==> src/rtl/ids_pkg.sv <==
// Package for the include directive scanner: scan modes, result kinds,
// character constants and the keyword lookup.
// No dependencies.
package ids_pkg;

  typedef enum logic [2:0] {
    MODE_PLAIN = 3'd0,
    MODE_BLOCK = 3'd1,
    MODE_LINE  = 3'd2,
    MODE_AFTER = 3'd3,
    MODE_ANGLE = 3'd4,
    MODE_QUOTE = 3'd5
  } scan_mode_e;

  typedef enum logic [1:0] {
    KIND_CHAR    = 2'd0,
    KIND_DONE    = 2'd1,
    KIND_ABANDON = 2'd2
  } item_kind_e;

  localparam logic [7:0] ChrNul    = 8'h00;
  localparam logic [7:0] ChrTab    = 8'h09;
  localparam logic [7:0] ChrNl     = 8'h0A;
  localparam logic [7:0] ChrSpace  = 8'h20;
  localparam logic [7:0] ChrQuote  = 8'h22;
  localparam logic [7:0] ChrHash   = 8'h23;
  localparam logic [7:0] ChrStar   = 8'h2A;
  localparam logic [7:0] ChrSlash  = 8'h2F;
  localparam logic [7:0] ChrLt     = 8'h3C;
  localparam logic [7:0] ChrGt     = 8'h3E;

  localparam logic [2:0] KwLast = 3'd7;

  // Characters of "#include" by position.
  function automatic logic [7:0] kw_char(input logic [2:0] idx);
    logic [7:0] ch;
    case (idx)
      3'd0:    ch = ChrHash;
      3'd1:    ch = 8'h69;  // i
      3'd2:    ch = 8'h6E;  // n
      3'd3:    ch = 8'h63;  // c
      3'd4:    ch = 8'h6C;  // l
      3'd5:    ch = 8'h75;  // u
      3'd6:    ch = 8'h64;  // d
      default: ch = 8'h65;  // e
    endcase
    return ch;
  endfunction

endpackage

==> src/rtl/ids_byte_if.sv <==
// Input channel of the include directive scanner: one text byte per word.
// Depends on nothing.
interface ids_byte_if;
  logic       valid;
  logic       ready;
  logic [7:0] text_byte;

  modport source (output valid, output text_byte, input ready);
  modport sink   (input valid, input text_byte, output ready);
endinterface

==> src/rtl/ids_name_if.sv <==
// Result channel of the include directive scanner: name characters and markers.
// Depends on nothing.
interface ids_name_if;
  logic       valid;
  logic       ready;
  logic [7:0] name_char;
  logic [1:0] item_kind;
  logic       is_system;

  modport source (output valid, output name_char, output item_kind, output is_system,
                  input ready);
  modport sink   (input valid, input name_char, input item_kind, input is_system,
                  output ready);
endinterface

==> src/rtl/include_directive_scanner.sv <==
// Include directive scanner: comment skipping, "#include" match, name streaming.
// Depends on ids_pkg, ids_byte_if and ids_name_if.
//
// Usage:
//   in_i  carries one source text byte per word; a zero byte ends the text,
//         resets the scanner and, if a name is open, yields an abandon marker.
//   out_o carries one word per file name character, then a completion marker
//         (name_char zero) at the closing '>' or '"'.
// Path: a byte accepted into the input register is decoded from there; its word,
//   if any, is registered in the output register that drives out_o.
// Throughput: one byte per cycle when the output register is free or being taken.
//   The scan state is a few flops, one compare level per byte; nothing iterates.
// Stall: a waiting result sits in the output register; the decode stage still
//   takes the next byte only when the output register is free or being taken,
//   and in_i.ready drops once the input register also holds a byte.
// Reset: rst_ni clears the scan state to plain text and empties both stages.
module include_directive_scanner (
  input  logic       clk_i,
  input  logic       rst_ni,
  ids_byte_if.sink   in_i,
  ids_name_if.source out_o
);

  // Input register
  logic       byte_vld_q;
  logic [7:0] byte_q;

  // Scan state
  ids_pkg::scan_mode_e mode_q, mode_d;
  logic [2:0]          cnt_q, cnt_d;
  logic                slash_q, slash_d;
  logic                star_q, star_d;

  // Result register
  logic                out_vld_q, out_vld_d;
  logic [7:0]          out_char_q;
  ids_pkg::item_kind_e out_kind_q;
  logic                out_sys_q;

  logic                out_free, fire;
  logic                emit;
  logic [7:0]          emit_char;
  ids_pkg::item_kind_e emit_kind;
  logic                emit_sys;
  logic                run_plain, plain_fall;

  assign out_free = !out_vld_q || out_o.ready;
  assign fire     = byte_vld_q && out_free;
  assign in_i.ready = !byte_vld_q || fire;

  // Next scan state
  always_comb begin
    mode_d     = mode_q;
    cnt_d      = cnt_q;
    slash_d    = slash_q;
    star_d     = star_q;
    run_plain  = 1'b0;
    plain_fall = 1'b1;

    if (byte_q == ids_pkg::ChrNul) begin
      mode_d  = ids_pkg::MODE_PLAIN;
      cnt_d   = '0;
      slash_d = 1'b0;
      star_d  = 1'b0;
    end else begin
      unique case (mode_q)
        ids_pkg::MODE_BLOCK: begin
          if (byte_q == ids_pkg::ChrStar) begin
            star_d = 1'b1;
          end else if (byte_q == ids_pkg::ChrSlash && star_q) begin
            star_d = 1'b0;
            mode_d = ids_pkg::MODE_PLAIN;
          end else begin
            star_d = 1'b0;
          end
        end
        ids_pkg::MODE_LINE: begin
          if (byte_q == ids_pkg::ChrNl) mode_d = ids_pkg::MODE_PLAIN;
        end
        ids_pkg::MODE_AFTER: begin
          if (byte_q == ids_pkg::ChrLt) begin
            mode_d = ids_pkg::MODE_ANGLE;
          end else if (byte_q == ids_pkg::ChrQuote) begin
            mode_d = ids_pkg::MODE_QUOTE;
          end else if (byte_q != ids_pkg::ChrSpace && byte_q != ids_pkg::ChrTab &&
                       byte_q != ids_pkg::ChrNl) begin
            // re-examine this byte as plain text
            run_plain = 1'b1;
          end
        end
        ids_pkg::MODE_ANGLE: begin
          if (byte_q == ids_pkg::ChrGt) mode_d = ids_pkg::MODE_PLAIN;
        end
        ids_pkg::MODE_QUOTE: begin
          if (byte_q == ids_pkg::ChrQuote) mode_d = ids_pkg::MODE_PLAIN;
        end
        default: run_plain = 1'b1;
      endcase

      if (run_plain) begin
        mode_d = ids_pkg::MODE_PLAIN;
        if (slash_q) begin
          slash_d = 1'b0;
          if (byte_q == ids_pkg::ChrStar) begin
            mode_d     = ids_pkg::MODE_BLOCK;
            star_d     = 1'b0;
            plain_fall = 1'b0;
          end else if (byte_q == ids_pkg::ChrSlash) begin
            mode_d     = ids_pkg::MODE_LINE;
            plain_fall = 1'b0;
          end
        end else if (cnt_q != '0) begin
          if (byte_q == ids_pkg::kw_char(cnt_q)) begin
            plain_fall = 1'b0;
            if (cnt_q == ids_pkg::KwLast) begin
              cnt_d  = '0;
              mode_d = ids_pkg::MODE_AFTER;
            end else begin
              cnt_d = cnt_q + 3'd1;
            end
          end else begin
            cnt_d = '0;
          end
        end
        if (plain_fall) begin
          if (byte_q == ids_pkg::ChrSlash) begin
            slash_d = 1'b1;
          end else if (byte_q == ids_pkg::ChrHash) begin
            cnt_d = 3'd1;
          end
        end
      end
    end
  end

  // Result word for the byte in the input register
  always_comb begin
    emit      = 1'b0;
    emit_char = ids_pkg::ChrNul;
    emit_kind = ids_pkg::KIND_CHAR;
    emit_sys  = 1'b0;

    if (byte_q == ids_pkg::ChrNul) begin
      if (mode_q == ids_pkg::MODE_ANGLE || mode_q == ids_pkg::MODE_QUOTE) begin
        emit      = 1'b1;
        emit_kind = ids_pkg::KIND_ABANDON;
        emit_sys  = (mode_q == ids_pkg::MODE_ANGLE);
      end
    end else begin
      unique case (mode_q)
        ids_pkg::MODE_ANGLE: begin
          emit     = 1'b1;
          emit_sys = 1'b1;
          if (byte_q == ids_pkg::ChrGt) begin
            emit_kind = ids_pkg::KIND_DONE;
          end else begin
            emit_char = byte_q;
          end
        end
        ids_pkg::MODE_QUOTE: begin
          emit = 1'b1;
          if (byte_q == ids_pkg::ChrQuote) begin
            emit_kind = ids_pkg::KIND_DONE;
          end else begin
            emit_char = byte_q;
          end
        end
        default: emit = 1'b0;
      endcase
    end
  end

  assign out_vld_d = fire ? emit : (out_vld_q && !out_o.ready);

  always_ff @(posedge clk_i or negedge rst_ni) begin
    if (!rst_ni) begin
      byte_vld_q <= 1'b0;
      mode_q     <= ids_pkg::MODE_PLAIN;
      cnt_q      <= '0;
      slash_q    <= 1'b0;
      star_q     <= 1'b0;
      out_vld_q  <= 1'b0;
    end else begin
      if (in_i.ready) byte_vld_q <= in_i.valid;
      if (fire) begin
        mode_q  <= mode_d;
        cnt_q   <= cnt_d;
        slash_q <= slash_d;
        star_q  <= star_d;
      end
      out_vld_q <= out_vld_d;
    end
  end

  always_ff @(posedge clk_i) begin
    if (in_i.valid && in_i.ready) byte_q <= in_i.text_byte;
    if (fire && emit) begin
      out_char_q <= emit_char;
      out_kind_q <= emit_kind;
      out_sys_q  <= emit_sys;
    end
  end

  assign out_o.valid     = out_vld_q;
  assign out_o.name_char = out_char_q;
  assign out_o.item_kind = out_kind_q;
  assign out_o.is_system = out_sys_q;

endmodule

==> src/flat_wrapper.sv <==
// flat-port wrapper written by rule: the top's interface ports become plain ports
module include_directive_scanner_flat 
  (clk_i, rst_ni, in_i_valid, in_i_text_byte, in_i_ready, out_o_valid, out_o_name_char, out_o_item_kind, out_o_is_system, out_o_ready);
  ids_byte_if in_i_i ();
  ids_name_if out_o_i ();
  input  logic clk_i;
  input  logic rst_ni;
  input wire logic [$bits(in_i_i.valid)-1:0] in_i_valid;
  input wire logic [$bits(in_i_i.text_byte)-1:0] in_i_text_byte;
  output wire logic [$bits(in_i_i.ready)-1:0] in_i_ready;
  output wire logic [$bits(out_o_i.valid)-1:0] out_o_valid;
  output wire logic [$bits(out_o_i.name_char)-1:0] out_o_name_char;
  output wire logic [$bits(out_o_i.item_kind)-1:0] out_o_item_kind;
  output wire logic [$bits(out_o_i.is_system)-1:0] out_o_is_system;
  input wire logic [$bits(out_o_i.ready)-1:0] out_o_ready;
  assign in_i_i.valid = in_i_valid;
  assign in_i_i.text_byte = in_i_text_byte;
  assign in_i_ready = in_i_i.ready;
  assign out_o_valid = out_o_i.valid;
  assign out_o_name_char = out_o_i.name_char;
  assign out_o_item_kind = out_o_i.item_kind;
  assign out_o_is_system = out_o_i.is_system;
  assign out_o_i.ready = out_o_ready;
  include_directive_scanner u_core (.clk_i(clk_i), .rst_ni(rst_ni), .in_i(in_i_i), .out_o(out_o_i));
endmodule
==> config.mk <==
export PLATFORM = sky130hd
export DESIGN_NAME = include_directive_scanner_flat
export DESIGN_NICKNAME = d
export VERILOG_FILES = /design/src/rtl/ids_pkg.sv /design/src/rtl/ids_byte_if.sv /design/src/rtl/ids_name_if.sv /design/src/rtl/include_directive_scanner.sv /design/src/flat_wrapper.sv
export SDC_FILE = /design/constraint.sdc
export NUM_CORES = 1
export LEC_CHECK = 0
export ABC_AREA = 1
export BUFFER_PORTS_ARGS = -buffer_cell sky130_fd_sc_hd__buf_2
export CORE_MARGIN = 2
export CORE_UTILIZATION = 55
export DETAILED_ROUTE_END_ITERATION = 6
export HOLD_SLACK_MARGIN = 0.08
export PLACE_DENSITY = 0.77
export SLEW_MARGIN = 0
export SYNTH_ARGS = -nofsm -noshare
export SYNTH_HDL_FRONTEND = slang
export SYNTH_SLANG_ARGS = --single-unit
==> constraint.sdc <==
create_clock -name clk_i -period 2.6 [get_ports clk_i]
set_clock_uncertainty 0.05 [all_clocks]
set_input_delay 0.39 -clock clk_i [delete_from_list [all_inputs] [get_ports clk_i]]
set_output_delay 0.39 -clock clk_i [all_outputs]
set_load 0.1 [all_outputs]
==> out/summary.txt <==
status: finished clean
layout overhead on the synthesized area: 15.16%
Vias/cell: 5.135
Hold Path Sink: u_core.byte_q[3]
Cell Count Post-Placement: 309
commonest cells in the netlist: nand2_1, nor2_1, inv_1
cell taking the most area after synthesis: edfxtp_1
arrival time at the worst endpoint: 2350 ps
CP Cell Sequence: ha_1, ha_1, nor2_2, nand2_1, o21ai_1, nand2_1, nor2_1, nand3_2, nand2_2, nand3_1, nand2_1, nand2_1, nand2_1
asr flop ratio synth: 34.48%
ant diodes: 0
Area contributors post-synth: edfxtp_1, nand2_1, dfrtp_1
PwrDens: 594.8 mW/mm²
Post-CTS Resized: 0
TritonRoute pass-1 iters: 4
Die H: 61.20 µm
register-to-register setup slack: 470 ps
post-place setup slack: 492.6 ps
f_max: 470.0 MHz
Worst-path clk slew: 90 ps
fin util: 67.32%
endpoints failing hold: 0
vias in the first global route: 1,428
minimum clock period after layout: 2127 ps
R2R Path Start: u_core.cnt_q[0]
post-synthesis cell count: 240
peak supply drop: 0.0003978 V
clk sinks: 29
via count: 1,633
antenna viol nets, final: 0
CP Data Required Time: 2820 ps
final critical-path share of the clock period: 81.83%
final instance area: 0.002072 mm²
remaining global-route overflow: 0
worst skew pair latency: 330 ps
dominant cell by count in the synthesized netlist: nand2_1
H-tree levels: 2
Crit Path Category: flop to flop
layout cells sized above 1: 18.61%
die width: 61.20 µm
Max Root-Sink Buffers: 2
placed wire-length estimate: 2918 µm
Hold Path Origin: in_i_text_byte[3]
Final Non-Filler Cells: 318
Total Neg Setup Slack: 0 ps
CP Max Fanout: 7
WHS Path Cells: 1
worst flop-to-flop path endpoint: u_core.mode_q[0]
CP max stage cell: dfrtp_1
Final Max Slew Viols: 0
Ys Warns: 0
hold crit path type: input port to flop
residual DRC count: 0
Die ar.: 0.003745 mm²
Syn Area/Cell: 7.497 µm²
CTS tree: yes
initial antenna violation count: 0
largest net degree at the start of global routing: 12
syn nets: 258
# IOs: 25
startpoint types: flop
gr usage total: 22.45%
Routed WL: 3664 µm
Worst R2R Path Depth: 13
CTS Root Cell: clkbuf_4
number of synthesized flops with an enable pin: 19
nets: 291
final setup vio count: 0
GP Congestion: 0.9076
Primary FF master, synth: edfxtp_1
Leakage Power: 1.059 nW
FP Rows: 20
Seq cells post-synth: 29
IO buf count: 24
CP dominant cell by count: nand2_1
area post-placement: 0.001987 mm²
Setup crit end kind: flop
CORE AREA: 0.003078 mm²
Tightest Pin Transition: 490.7 ps
initial DRC count: 70
wire per inst: 11.52 µm
first-pass GRT wire length: 6092 µm
total power draw: 1.232 mW
register area share after synthesis: 45.62%
Synth cell types: 24
final worst slack: 472.5 ps
MaxCap Viol Count: 0
Slew headroom: 67.51%
hold slack: 180.5 ps
RSZ-0062 raised after global routing: false
top-area cell type share of the netlist area: 31.71%
post-synthesis cell area: 0.001799 mm²
Initial Util: 58.46%
CP peak stage delay: 460 ps
Num CTS Buffers: 5
[metal layers]
layer | up-vias | part of all wire, % | GRT usage (%)
met5 | - | 0 | 0
met4 | 0 | 2.6 | 9.627
met3 | 9 | 5.5 | 6.303
met2 | 47 | 46 | 35.71
met1 | 739 | 46 | 28.69
li1 | 838 | - | -
[layout make-up]
type / instances / area (µm²)
sequential: 29 / 820.8
clock buffer: 6 / 41.29
fill: 270 / 1006
timing repair buffer: 26 / 137.6
tap: 44 / 55.05
inverter: 32 / 120.1
clock inverter: 2 / 33.78
multi-input combinational: 179 / 863.3
[worst max-delay path by stage]
stage,from,to,slack (ps),cells after the start
after floorplan,u_core.out_o.valid,u_core.byte_q[0],230,3
after global placement,u_core.cnt_q[0],u_core.cnt_q[1],630,11
after detailed placement,u_core.cnt_q[0],u_core.mode_q[1],490,11
after CTS,u_core.cnt_q[0],u_core.mode_q[1],470,11
after global routing,u_core.cnt_q[0],u_core.mode_q[1],230,11
final,u_core.cnt_q[0],u_core.mode_q[0],470,13
[logic make-up after synthesis]
group / count (synthesis) / share of synthesized area [%]
buf+inv: 32 / 6.676
compound gates: 16 / 5.146
fa+ha+maj: 6 / 4.172
flops: 29 / 45.62
simple gates: 157 / 38.39
[placed cells by master (no fill, tap or decap), types with 2 or more instances in the layout]
cell type	count
inv_1	28
nand2_1	78
inv_2	4
nor2_2	4
nand4_1	4
o21ai_0	9
clkbuf_4	5
nand2_2	3
o21ai_1	2
nor3_1	3
buf_2	24
nand3_1	22
dfrtp_1	10
ha_1	6
nor2_1	34
edfxtp_1	19
nand3_2	4
o21ai_2	2
[critical path: cells and delay by family, from the launching register on]
family                     cells  cell delay (ps)
DFF                            1              460
AOI/OAI and AO/OA              1              170
and+or+nand+nor               10              910
adders and majority gates      2              480
[flip-flops by register name, indices dropped and copies added (netlist names)]
name / count
u_core.slash_q: 1
u_core.cnt_q: 3
u_core.mode_q: 3
u_core.out_o.is_system: 1
u_core.star_q: 1
u_core.out_o.name_char: 8
u_core.byte_q: 8
u_core.out_o.item_kind: 2
u_core.out_o.valid: 1
u_core.byte_vld_q: 1
[power by group]
part / switching, mW / internal, mW / leakage (nW) / total (mW)
registers: 0.0401 / 0.521 / 0.343 / 0.561
clock network: 0.156 / 0.200 / 0.0399 / 0.355
logic: 0.204 / 0.113 / 0.677 / 0.316
[timing repair]
| item | in CTS | in global routing |
|---|---|---|
| hold endpoints to repair | 10 | 0 |
| setup buffers | 0 | 0 |
| hold buffers | 1 | 0 |
Note: power is estimated with default switching activity, not from simulation.
